<file path="src/rtl/ptpd_pkg.sv">
// ----------------------------------------------------------------------------
// ptpd_pkg
// Shared widths, payload types, event codes and helpers of the peak and
// trough period detector.
// ----------------------------------------------------------------------------
package ptpd_pkg;

   localparam int SAMPLE_WIDTH = 16;
   localparam int COUNT_WIDTH  = 32;
   localparam int OUT_WIDTH    = 32;
   localparam int DIV_CNT_W    = $clog2(COUNT_WIDTH + 1);

   typedef enum logic [1:0] {
      EV_NONE   = 2'd0,
      EV_PEAK   = 2'd1,
      EV_TROUGH = 2'd2
   } event_type;

   typedef struct packed {
      logic signed [SAMPLE_WIDTH-1:0] sample;
      logic                           last;
   } req_type;

   typedef struct packed {
      event_type                      event_res;
      logic signed [SAMPLE_WIDTH-1:0] extreme_value;
      logic [OUT_WIDTH-1:0]           interval;
      logic [OUT_WIDTH-1:0]           position;
      logic                           final_res;
      logic [OUT_WIDTH-1:0]           avg_peak_period;
      logic [OUT_WIDTH-1:0]           avg_trough_period;
   } rsp_type;

   // One classified sample on its way from the front to the back
   typedef struct packed {
      event_type                      event_res;
      logic signed [SAMPLE_WIDTH-1:0] extreme_value;
      logic [OUT_WIDTH-1:0]           interval;
      logic [OUT_WIDTH-1:0]           position;
      logic                           final_res;
      logic [COUNT_WIDTH-1:0]         peak_sum;
      logic [COUNT_WIDTH-1:0]         peak_cnt;
      logic [COUNT_WIDTH-1:0]         trough_sum;
      logic [COUNT_WIDTH-1:0]         trough_cnt;
   } job_type;

   // Add two counter values, clamping at all ones
   function automatic logic [COUNT_WIDTH-1:0] sat_add(
      input logic [COUNT_WIDTH-1:0] a,
      input logic [COUNT_WIDTH-1:0] b
   );
      logic [COUNT_WIDTH:0] s;
      s = {1'b0, a} + {1'b0, b};
      return s[COUNT_WIDTH] ? {COUNT_WIDTH{1'b1}} : s[COUNT_WIDTH-1:0];
   endfunction

   // Present the low output bits of a counter value, zero extended if narrow
   function automatic logic [OUT_WIDTH-1:0] to_out(
      input logic [COUNT_WIDTH-1:0] v
   );
      logic [COUNT_WIDTH+OUT_WIDTH-1:0] t;
      t = {{OUT_WIDTH{1'b0}}, v};
      return t[OUT_WIDTH-1:0];
   endfunction

endpackage

</file>
<file path="src/rtl/ptpd_front.sv">
// ----------------------------------------------------------------------------
// ptpd_front
// Accepts samples, detects peaks and troughs, keeps the running counts and
// interval sums, and pushes one classified job per sample into the queue.
// ----------------------------------------------------------------------------
module ptpd_front (
   input  logic              clock,
   input  logic              reset,
   input  logic              req_valid,
   output logic              req_ready,
   input  ptpd_pkg::req_type req_data,
   input  logic              q_full,
   output logic              q_push,
   output ptpd_pkg::job_type q_data
);

   logic signed [ptpd_pkg::SAMPLE_WIDTH-1:0] prev_ff, prev_in;
   logic                                     seek_trough_ff, seek_trough_in;
   logic [ptpd_pkg::COUNT_WIDTH-1:0]         index_ff, index_in;
   logic [ptpd_pkg::COUNT_WIDTH-1:0]         last_peak_ff, last_peak_in;
   logic [ptpd_pkg::COUNT_WIDTH-1:0]         last_trough_ff, last_trough_in;
   logic [ptpd_pkg::COUNT_WIDTH-1:0]         peak_cnt_ff, peak_cnt_in;
   logic [ptpd_pkg::COUNT_WIDTH-1:0]         trough_cnt_ff, trough_cnt_in;
   logic [ptpd_pkg::COUNT_WIDTH-1:0]         peak_sum_ff, peak_sum_in;
   logic [ptpd_pkg::COUNT_WIDTH-1:0]         trough_sum_ff, trough_sum_in;

   logic                             is_peak;
   logic                             is_trough;
   logic [ptpd_pkg::COUNT_WIDTH-1:0] peak_itv;
   logic [ptpd_pkg::COUNT_WIDTH-1:0] trough_itv;

   assign req_ready = !q_full;
   assign q_push    = req_valid && req_ready;

   // Classify the sample against the previous one and form the next state
   always_comb begin
      is_peak    = !seek_trough_ff && (req_data.sample < prev_ff);
      is_trough  = seek_trough_ff && (req_data.sample > prev_ff);
      peak_itv   = index_ff - last_peak_ff;
      trough_itv = index_ff - last_trough_ff;

      prev_in        = req_data.sample;
      seek_trough_in = seek_trough_ff;
      index_in       = ptpd_pkg::sat_add(index_ff, ptpd_pkg::COUNT_WIDTH'(1));
      last_peak_in   = last_peak_ff;
      last_trough_in = last_trough_ff;
      peak_cnt_in    = peak_cnt_ff;
      trough_cnt_in  = trough_cnt_ff;
      peak_sum_in    = peak_sum_ff;
      trough_sum_in  = trough_sum_ff;

      q_data.event_res     = ptpd_pkg::EV_NONE;
      q_data.extreme_value = '0;
      q_data.interval      = '0;
      q_data.position      = ptpd_pkg::to_out(index_ff);
      q_data.final_res     = req_data.last;

      if (is_peak) begin
         seek_trough_in       = 1'b1;
         last_peak_in         = index_ff;
         peak_cnt_in          = ptpd_pkg::sat_add(peak_cnt_ff, ptpd_pkg::COUNT_WIDTH'(1));
         peak_sum_in          = ptpd_pkg::sat_add(peak_sum_ff, peak_itv);
         q_data.event_res     = ptpd_pkg::EV_PEAK;
         q_data.extreme_value = prev_ff;
         q_data.interval      = ptpd_pkg::to_out(peak_itv);
      end else if (is_trough) begin
         seek_trough_in       = 1'b0;
         last_trough_in       = index_ff;
         trough_cnt_in        = ptpd_pkg::sat_add(trough_cnt_ff, ptpd_pkg::COUNT_WIDTH'(1));
         trough_sum_in        = ptpd_pkg::sat_add(trough_sum_ff, trough_itv);
         q_data.event_res     = ptpd_pkg::EV_TROUGH;
         q_data.extreme_value = prev_ff;
         q_data.interval      = ptpd_pkg::to_out(trough_itv);
      end

      // Snapshot includes this sample's event
      q_data.peak_sum   = peak_sum_in;
      q_data.peak_cnt   = peak_cnt_in;
      q_data.trough_sum = trough_sum_in;
      q_data.trough_cnt = trough_cnt_in;
   end

   // Advance detector state on each transfer
   always_ff @(posedge clock) begin
      if (reset) begin
         prev_ff        <= '0;
         seek_trough_ff <= 1'b0;
         index_ff       <= '0;
         last_peak_ff   <= '0;
         last_trough_ff <= '0;
         peak_cnt_ff    <= '0;
         trough_cnt_ff  <= '0;
         peak_sum_ff    <= '0;
         trough_sum_ff  <= '0;
      end else if (q_push) begin
         prev_ff        <= prev_in;
         seek_trough_ff <= seek_trough_in;
         index_ff       <= index_in;
         last_peak_ff   <= last_peak_in;
         last_trough_ff <= last_trough_in;
         peak_cnt_ff    <= peak_cnt_in;
         trough_cnt_ff  <= trough_cnt_in;
         peak_sum_ff    <= peak_sum_in;
         trough_sum_ff  <= trough_sum_in;
      end
   end

endmodule

</file>
<file path="src/rtl/ptpd_queue.sv">
// ----------------------------------------------------------------------------
// ptpd_queue
// Two-entry job queue between the front and the back.
// ----------------------------------------------------------------------------
module ptpd_queue (
   input  logic              clock,
   input  logic              reset,
   input  logic              push,
   input  ptpd_pkg::job_type push_data,
   output logic              full,
   input  logic              pop,
   output logic              head_valid,
   output ptpd_pkg::job_type head
);

   ptpd_pkg::job_type entry_ff [2];
   logic              wr_ptr_ff, wr_ptr_in;
   logic              rd_ptr_ff, rd_ptr_in;
   logic [1:0]        fill_ff, fill_in;

   assign full       = (fill_ff == 2'd2);
   assign head_valid = (fill_ff != 2'd0);
   assign head       = entry_ff[rd_ptr_ff];

   // Advance pointers and fill level
   always_comb begin
      wr_ptr_in = push ? !wr_ptr_ff : wr_ptr_ff;
      rd_ptr_in = pop ? !rd_ptr_ff : rd_ptr_ff;
      fill_in   = fill_ff;
      if (push && !pop) begin
         fill_in = fill_ff + 2'd1;
      end else if (pop && !push) begin
         fill_in = fill_ff - 2'd1;
      end
   end

   always_ff @(posedge clock) begin
      if (reset) begin
         wr_ptr_ff <= 1'b0;
         rd_ptr_ff <= 1'b0;
         fill_ff   <= 2'd0;
      end else begin
         wr_ptr_ff <= wr_ptr_in;
         rd_ptr_ff <= rd_ptr_in;
         fill_ff   <= fill_in;
      end
   end

   // Store pushed job
   always_ff @(posedge clock) begin
      if (push) begin
         entry_ff[wr_ptr_ff] <= push_data;
      end
   end

endmodule

</file>
<file path="src/rtl/ptpd_div.sv">
// ----------------------------------------------------------------------------
// ptpd_div
// Restoring unsigned divider, one quotient bit per cycle.
// ----------------------------------------------------------------------------
module ptpd_div (
   input  logic                             clock,
   input  logic                             reset,
   input  logic                             start,
   input  logic [ptpd_pkg::COUNT_WIDTH-1:0] dividend,
   input  logic [ptpd_pkg::COUNT_WIDTH-1:0] divisor,
   output logic                             done,
   output logic [ptpd_pkg::COUNT_WIDTH-1:0] quotient
);

   logic [ptpd_pkg::COUNT_WIDTH-1:0] rem_ff, rem_in;
   logic [ptpd_pkg::COUNT_WIDTH-1:0] quo_ff, quo_in;
   logic [ptpd_pkg::COUNT_WIDTH-1:0] den_ff, den_in;
   logic [ptpd_pkg::DIV_CNT_W-1:0]   cnt_ff, cnt_in;
   logic                             done_ff, done_in;

   logic [ptpd_pkg::COUNT_WIDTH:0]   shifted;
   logic [ptpd_pkg::COUNT_WIDTH:0]   diff;

   assign done     = done_ff;
   assign quotient = quo_ff;

   // One trial subtraction per cycle
   always_comb begin
      shifted = {rem_ff, quo_ff[ptpd_pkg::COUNT_WIDTH-1]};
      diff    = shifted - {1'b0, den_ff};
      rem_in  = rem_ff;
      quo_in  = quo_ff;
      den_in  = den_ff;
      cnt_in  = cnt_ff;
      done_in = done_ff;
      if (start) begin
         rem_in  = '0;
         quo_in  = dividend;
         den_in  = divisor;
         cnt_in  = ptpd_pkg::DIV_CNT_W'(ptpd_pkg::COUNT_WIDTH);
         done_in = 1'b0;
      end else if (cnt_ff != '0) begin
         if (!diff[ptpd_pkg::COUNT_WIDTH]) begin
            rem_in = diff[ptpd_pkg::COUNT_WIDTH-1:0];
            quo_in = {quo_ff[ptpd_pkg::COUNT_WIDTH-2:0], 1'b1};
         end else begin
            rem_in = shifted[ptpd_pkg::COUNT_WIDTH-1:0];
            quo_in = {quo_ff[ptpd_pkg::COUNT_WIDTH-2:0], 1'b0};
         end
         cnt_in = cnt_ff - ptpd_pkg::DIV_CNT_W'(1);
         if (cnt_ff == ptpd_pkg::DIV_CNT_W'(1)) begin
            done_in = 1'b1;
         end
      end
   end

   always_ff @(posedge clock) begin
      if (reset) begin
         cnt_ff  <= '0;
         done_ff <= 1'b0;
      end else begin
         cnt_ff  <= cnt_in;
         done_ff <= done_in;
      end
   end

   always_ff @(posedge clock) begin
      rem_ff <= rem_in;
      quo_ff <= quo_in;
      den_ff <= den_in;
   end

endmodule

</file>
<file path="src/rtl/ptpd_back.sv">
// ----------------------------------------------------------------------------
// ptpd_back
// Takes jobs from the queue, forms the averages on a final sample and
// holds each result in the output register until it is taken.
// ----------------------------------------------------------------------------
module ptpd_back (
   input  logic              clock,
   input  logic              reset,
   input  logic              q_valid,
   input  ptpd_pkg::job_type q_head,
   output logic              q_pop,
   output logic              rsp_valid,
   input  logic              rsp_ready,
   output ptpd_pkg::rsp_type rsp_data
);

   typedef enum logic [1:0] {
      BK_IDLE = 2'b01,
      BK_DIV  = 2'b10
   } back_state_type;

   back_state_type    state_ff, state_in;
   ptpd_pkg::job_type job_ff, job_in;
   logic              rsp_valid_ff, rsp_valid_in;
   ptpd_pkg::rsp_type rsp_data_ff, rsp_data_in;

   logic                             out_free;
   logic                             div_start;
   logic                             peak_done;
   logic                             trough_done;
   logic [ptpd_pkg::COUNT_WIDTH-1:0] peak_quo;
   logic [ptpd_pkg::COUNT_WIDTH-1:0] trough_quo;

   assign out_free  = !rsp_valid_ff || rsp_ready;
   assign rsp_valid = rsp_valid_ff;
   assign rsp_data  = rsp_data_ff;

   ptpd_div u_peak_div (
      .clock    (clock),
      .reset    (reset),
      .start    (div_start),
      .dividend (q_head.peak_sum),
      .divisor  (q_head.peak_cnt),
      .done     (peak_done),
      .quotient (peak_quo)
   );

   ptpd_div u_trough_div (
      .clock    (clock),
      .reset    (reset),
      .start    (div_start),
      .dividend (q_head.trough_sum),
      .divisor  (q_head.trough_cnt),
      .done     (trough_done),
      .quotient (trough_quo)
   );

   // Sequence jobs into the output register
   always_comb begin
      state_in     = state_ff;
      job_in       = job_ff;
      q_pop        = 1'b0;
      div_start    = 1'b0;
      rsp_valid_in = rsp_valid_ff && !rsp_ready;
      rsp_data_in  = rsp_data_ff;
      case (state_ff)
         BK_IDLE: begin
            if (q_valid && q_head.final_res) begin
               q_pop     = 1'b1;
               div_start = 1'b1;
               job_in    = q_head;
               state_in  = BK_DIV;
            end else if (q_valid && out_free) begin
               q_pop                         = 1'b1;
               rsp_valid_in                  = 1'b1;
               rsp_data_in.event_res         = q_head.event_res;
               rsp_data_in.extreme_value     = q_head.extreme_value;
               rsp_data_in.interval          = q_head.interval;
               rsp_data_in.position          = q_head.position;
               rsp_data_in.final_res         = 1'b0;
               rsp_data_in.avg_peak_period   = '0;
               rsp_data_in.avg_trough_period = '0;
            end
         end
         BK_DIV: begin
            if (peak_done && trough_done && out_free) begin
               rsp_valid_in              = 1'b1;
               rsp_data_in.event_res     = job_ff.event_res;
               rsp_data_in.extreme_value = job_ff.extreme_value;
               rsp_data_in.interval      = job_ff.interval;
               rsp_data_in.position      = job_ff.position;
               rsp_data_in.final_res     = 1'b1;
               // Empty count averages to zero
               rsp_data_in.avg_peak_period =
                  (job_ff.peak_cnt == '0) ? '0 : ptpd_pkg::to_out(peak_quo);
               rsp_data_in.avg_trough_period =
                  (job_ff.trough_cnt == '0) ? '0 : ptpd_pkg::to_out(trough_quo);
               state_in = BK_IDLE;
            end
         end
         default: begin
            state_in = BK_IDLE;
         end
      endcase
   end

   always_ff @(posedge clock) begin
      if (reset) begin
         state_ff     <= BK_IDLE;
         rsp_valid_ff <= 1'b0;
      end else begin
         state_ff     <= state_in;
         rsp_valid_ff <= rsp_valid_in;
      end
   end

   always_ff @(posedge clock) begin
      job_ff      <= job_in;
      rsp_data_ff <= rsp_data_in;
   end

endmodule

</file>
<file path="src/rtl/peak_trough_period_detector.sv">
// ----------------------------------------------------------------------------
// peak_trough_period_detector
// A plain sample's result passes the queue and the output register; a
// last-flagged one also waits on the bit-serial dividers of the averages.
// Throughput: one sample per cycle between last-flagged samples while the
// queue has room and results are taken; a last-flagged sample holds the back
// end until both dividers are done and the output register is free.
// Reset clears detector state, counters, queue and output register at once.
// ----------------------------------------------------------------------------
module peak_trough_period_detector (
   input  logic              clock,
   input  logic              reset,
   input  logic              req_valid,
   output logic              req_ready,
   input  ptpd_pkg::req_type req_data,
   output logic              rsp_valid,
   input  logic              rsp_ready,
   output ptpd_pkg::rsp_type rsp_data
);

   logic              q_full;
   logic              q_push;
   ptpd_pkg::job_type q_push_data;
   logic              q_pop;
   logic              q_valid;
   ptpd_pkg::job_type q_head;

   ptpd_front u_front (
      .clock     (clock),
      .reset     (reset),
      .req_valid (req_valid),
      .req_ready (req_ready),
      .req_data  (req_data),
      .q_full    (q_full),
      .q_push    (q_push),
      .q_data    (q_push_data)
   );

   ptpd_queue u_queue (
      .clock      (clock),
      .reset      (reset),
      .push       (q_push),
      .push_data  (q_push_data),
      .full       (q_full),
      .pop        (q_pop),
      .head_valid (q_valid),
      .head       (q_head)
   );

   ptpd_back u_back (
      .clock     (clock),
      .reset     (reset),
      .q_valid   (q_valid),
      .q_head    (q_head),
      .q_pop     (q_pop),
      .rsp_valid (rsp_valid),
      .rsp_ready (rsp_ready),
      .rsp_data  (rsp_data)
   );

endmodule
</file>
<file path="config.mk">
export PLATFORM = sky130hd
export DESIGN_NAME = peak_trough_period_detector
export DESIGN_NICKNAME = d
export VERILOG_FILES = /design/src/rtl/ptpd_pkg.sv /design/src/rtl/ptpd_front.sv /design/src/rtl/ptpd_queue.sv /design/src/rtl/ptpd_div.sv /design/src/rtl/ptpd_back.sv /design/src/rtl/peak_trough_period_detector.sv
export SDC_FILE = /design/constraint.sdc
export NUM_CORES = 2
export LEC_CHECK = 0
export BUFFER_PORTS_ARGS = -buffer_cell sky130_fd_sc_hd__buf_2
export CORE_MARGIN = 5
export CORE_UTILIZATION = 57
export CTS_CLUSTER_DIAMETER = 40
export CTS_CLUSTER_SIZE = 12
export DETAILED_ROUTE_END_ITERATION = 12
export PLACE_DENSITY = 0.77
export SLEW_MARGIN = 20
export SYNTH_ARGS = -nofsm -noshare
export SYNTH_HDL_FRONTEND = slang
export SYNTH_SLANG_ARGS = --single-unit
export TNS_END_PERCENT = 20
</file>
<file path="constraint.sdc">
create_clock -name clock -period 13.4 [get_ports clock]
set_input_delay 2.68 -clock clock [delete_from_list [all_inputs] [get_ports clock]]
set_output_delay 2.68 -clock clock [all_outputs]
set_load 0.05 [all_outputs]
</file>
# [Yosys cells after proc, flatten, opt, wreduce, memory -nomap -nowiden]
# Memory sizes are Yosys's and may differ from the RTL's. A register that Yosys moved wholly into a read port is not among the register bits.
# Cells that the tools add are included.
[op_classes] bitwise_logic=1 eq_ne=9 muxes=51 n_addsub=13 magnitude_cmp=2 n_reduce_logical=38
[op_table] operator="2-to-1 mux 32 bit" count=19
[op_table] operator="2-to-1 mux 147 bit" count=3
[op_table] operator="case mux 147 bit (2 select lines)" count=1
[op_table] operator="2-to-1 mux 50 bit" count=2
[op_table] operator="adder 32 x 1 -> 33 bit (second input constant)" count=3
[op_table] operator="adder 32 x 32 -> 33 bit" count=2
[op_table] operator="subtractor 33 x 32 -> 33 bit" count=2
[op_table] operator="logical NOT 32 bit" count=2
[op_table] operator="subtractor 32 bit" count=2
[op_table] operator="2-to-1 mux 6 bit" count=4
[op_table] operator="> comparator 16 bit" count=1
[op_table] operator="less-than comparator 16 bit" count=1
[op_table] operator="2-to-1 mux 1 bit" count=16
[op_table] operator="== test 6 x 1 -> 1 bit (second input constant)" count=2
[op_table] operator="AND reduction 2 bit" count=6
[op_table] operator="nonzero test 2 bit" count=6
[op_table] operator="nonzero test 6 bit" count=2
[op_table] operator="subtractor 6 x 1 -> 6 bit (second input constant)" count=2
[op_table] operator="logical AND 1 bit" count=10
[op_table] operator="logical NOT 1 bit" count=8
[op_table] operator="2-to-1 mux 2 bit" count=4
[op_table] operator="inequality test 2 x 1 -> 1 bit (second input constant)" count=3
[op_table] operator="== test 2 bit (second input constant)" count=2
[op_table] operator="case mux 2 bit (2 select lines)" count=1
[op_table] operator="other kinds (10)" count=10
[totals] ff_bits=747 out_inout_bits=149 memories=1 ramBits=422
[memory_table] name="u_queue.entry_ff" depth=2 width=211 read_ports=1 rd_ports_with_merged_regs=1 write_ports=1 line_no="ptpd_queue.sv:16" rtl="ptpd_pkg::job_type entry_ff [2];"

# [Depth between registers and ports, before layout]
[logic_depth] word_depth=9 depth_mapped=25 mapped_depth_nobuf=24

# [Hierarchy]
# A second synthesis with hierarchy kept.
[unflattened] cells_unflattened=5026 area_unflattened_um2=57538.9
[modules_own_cells] mod="ptpd_front" instances=1 area_per_inst_um2=19422.4 cells_per_inst=2658
[modules_own_cells] mod="ptpd_queue" instances=1 area_per_inst_um2=15502.4 cells_per_inst=678
[modules_own_cells] mod="ptpd_div" instances=2 area_per_inst_um2=5995.8 cells_per_inst=590
[modules_own_cells] mod="ptpd_back" instances=1 area_per_inst_um2=10622.7 cells_per_inst=510

# [Worst setup path after synthesis]
# OpenSTA, ideal clock, no wires.
[synth_path] path_type="input -> register" start="in req_valid" end="mem u_queue.entry_ff[0][0] in the netlist's numbering, enable pin" stages=5 path_slack_ns=0.449 path_buffers=3 arrival_time_ns=12.164 setup_ns=0.787 cell_sequence="nand2_1 clkbuf_1 buf_1 buf_1 nor2_1"
[synth_via] elab_chain_cells=3
[synth_rtl] element="start: declaration" line_no="peak_trough_period_detector.sv:13" rtl="input logic req_valid,"
[synth_rtl] element="logical AND 1 bit" line_no="ptpd_front.sv:33" rtl="assign q_push = req_valid && req_ready;"
[synth_rtl] element="2-to-1 mux 1 bit" line_no="ptpd_queue.sv:51" rtl="if (push) begin"
[synth_rtl] element="2-to-1 mux 1 bit (not written as such)" line_no="ptpd_queue.sv:52" rtl="entry_ff[wr_ptr_ff] <= push_data;"
[synth_rtl] element="end: declaration" line_no="ptpd_queue.sv:16"
# Every way passes these cells.

==> flow_metrics.tcl <==
set metrics [dict create \
    holdPathEnd "u_front.last_peak_ff[10]" \
    synth_top_flop_cell "edfxtp_1" \
    dpl.hpwl_mm 82.1 \
    worst_ep_arrival_time_ps 6900 \
    wirelength_mm 123 \
    grt_util_all_layers_pct 24.1 \
    die_x_um 317 \
    drc_errors 0 \
    worstSetupEndpointType "register" \
    dr.first_iter.drc_count 3258 \
    fmax_mhz 153 \
    hp-start "u_front.last_peak_ff[10]" \
    setup_violations 0 \
    synth-edff-count 779 \
    worstPathMaxFanout 31 \
    multi_input_area_um2 22200 \
    postRouteAntennaNets 0 \
    die_height_um 317 \
    cp.required_ps 13780 \
    synth-seq-cells 1106 \
    vias_per_cell 5.87 \
    layout_setup_ws_ps 6880 \
    grt_antenna_before_repair 1 \
    port_buffers 169 \
    period_minus_slack_ps 6520 \
    routedWlPerCell_um 19.3 \
    finalNetCount 5251 \
    syn_area_um2 53700 \
    seq_area_um2 29900 \
    hold-path-cell-count 2 \
    post_cts_resized 0 \
    period_share_pct 48.7 \
    grt_pass1_vias 36300 \
    rsz0062_at_grt "no" \
    r2r-start "u_front.index_ff[1]" \
    synth_nets 5120 \
    ys_types 94 \
    synthToLayoutAreaGrowth_pct 12.4 \
    cts_root_buf "clkbuf_16" \
    core-area_um2 93500 \
    nFillCells 7058 \
    hold_ws_ps 453 \
    crit_type "register to register" \
    die-area_um2 101000 \
    clk_pin_slew_ps 60 \
    final_common_cell "edfxtp_1" \
    drive_gt1_share_pct 14.1 \
    globalplace.congestion 0.935 \
    grt_max_degree 109 \
    cap_violations 0 \
    reg2reg_to "u_queue.entry_ff[0][50]" \
    postSynthAreaPerCell_um2 11.0 \
    cts_tree "done" \
    netlist_instances 4875 \
    yosysWarningCount 0 \
    cts_buffer_depth 3 \
    cts_buffers 142 \
    drt_pre_antenna_iters 6 \
    final_cell_mix "edfxtp_1 (779), nand2_1 (492), a21oi_1 (416), nor2_1 (368), dfxtp_1 (326)" \
    relSlewSlack_pct 27.3 \
    async_reset_ff_share_pct 0 \
    via_count 37400 \
    powerDensity_nw_per_um2 230 \
    rrSetupSlack_ps 6880 \
    ctsHoldBuffers 0 \
    initial_utilization_pct 57.5 \
    start_kind "register" \
    drv_slew 0 \
    p_leak_uw 0.0233 \
    tightest_slew_ps 1090 \
    yosysSeqAreaShare_pct 55.7 \
    dp_slack_ps 6640 \
    fin_tns_setup_ps 0 \
    overflow 0 \
    grt_pass1_wl_mm 195 \
    postCtsSetupRepairBufs 0 \
    hold_path_class "register to register" \
    cts.sinks 1106 \
    hold_violations 0 \
    htreeDepth 4 \
    ioPinCount 170 \
    clkLatencyLatePin_ps 750 \
    rr_worst_depth 19 \
    fin_worst_skew_ps 29.4 \
    vdd_drop_max_v 0.000159 \
    num_rows 112 \
    status "completed" \
]
==> cell usage after synthesis (83+ instances only) <==
cell	n	area (µm²)
edfxtp_1	779	23400
nand2_1	493	1850
a21oi_1	416	2080
nor2_1	372	1400
dfxtp_1	327	6550
o21ai_0	281	1410
mux2_2	232	2610
ha_1	218	2730
inv_1	205	769
clkbuf_1	162	608
xnor2_1	139	1220
a211oi_1	93	698
a21o_1	93	698
xor2_1	93	815
mux2i_1	89	891
nand3_1	89	445
and2_1	83	519
==> worst max-delay path, stage by stage, from the launching register on <==
cell	delay, ps
dfxtp_1	570
ha_1	300
nor2b_1	140
o31ai_1	560
a211oi_1	270
o21a_1	280
a21o_1	180
a21o_1	190
a31oi_1	200
xnor2_1	260
ha_1	380
and2_1	200
a221o_1	370
a211oi_1	290
o31ai_1	120
a211oi_1	530
o21ai_0	170
a21o_1	590
nor2_1	280
o21ai_0	240
==> final cells by class <==
type	instances	area share (%)
repair buffers	217	2.04
well taps	1254	2.60
multi-input cells	3331	36.7
flip-flops and latches	1106	49.5
clock inverters	73	1.38
inverters	208	1.30
clock buffers	188	6.44
diodes	1	0.00414
==> how the worst max path moves through the flow <==
stage,startpoint,end,cells after the start
finish,u_front.index_ff[1],u_queue.entry_ff[0][50],19
global route,u_front.index_ff[1],u_queue.entry_ff[0][51],19
CTS,u_front.index_ff[10],u_queue.entry_ff[0][50],19
detailed placement,req_data[4],u_queue.entry_ff[1][199],13
global placement,req_data[4],u_front.trough_cnt_ff[7],16
floorplan,req_valid,u_queue.entry_ff[0][0],5
==> metal layers <==
metal,share of wire [%],global-route usage (%)
met1,43,32.2
met2,48,40.1
met5,0,0
met3,5.0,3.30
met4,4.0,10.0
==> power by group <==
part	leakage, µW	switching, µW	internal, µW
combinational	0.0108	3290	1670
sequential	0.0102	390	4810
clock	0.00227	1490	2260
==> cell families (layout without fill, tap and decap cells) <==
logic type / Yosys count / in the layout / share of synthesized area [%]
fa+ha+maj: 224 / 224 / 5.30
other cells: 0 / 1 / 0
flops: 1106 / 1106 / 55.7
compound gates: 1191 / 1191 / 13.8
mux: 321 / 321 / 6.52
xor+xnor: 234 / 234 / 3.84
simple gates: 1361 / 1361 / 11.7
buf+inv: 438 / 686 / 3.18
==> registers in the layout (all words and copies together), names as in the netlist, 2 cells and up, named ones only <==
signal and count:
u_back.job_ff 114, u_back.rsp_data 147, u_back.state_ff 2, u_back.u_peak_div.cnt_ff 6
u_back.u_peak_div.quotient 32, u_back.u_peak_div.rem_ff 32, u_back.u_trough_div.cnt_ff 6, u_back.u_trough_div.den_ff 32
u_back.u_trough_div.quotient 32, u_back.u_trough_div.rem_ff 32, u_front.index_ff 32, u_front.last_peak_ff 32
u_front.last_trough_ff 32, u_front.peak_cnt_ff 32, u_front.peak_sum_ff 32, u_front.prev_ff 16
u_front.trough_cnt_ff 32, u_front.trough_sum_ff 32, u_queue.entry_ff 422, u_queue.fill_ff 2
==> metrics by stage <==
stage	area [µm²]	instances	power (µW)	utilization [%]
global placement	55700	6115	10100	59.6
floorplan	53700	4875	9060	-
finish	60400	6378	13900	64.7
detailed placement	55700	6115	10200	59.6
CTS	60400	6376	14000	64.6
global route	60400	6378	14700	64.7
(Power assumes the default switching activity.)
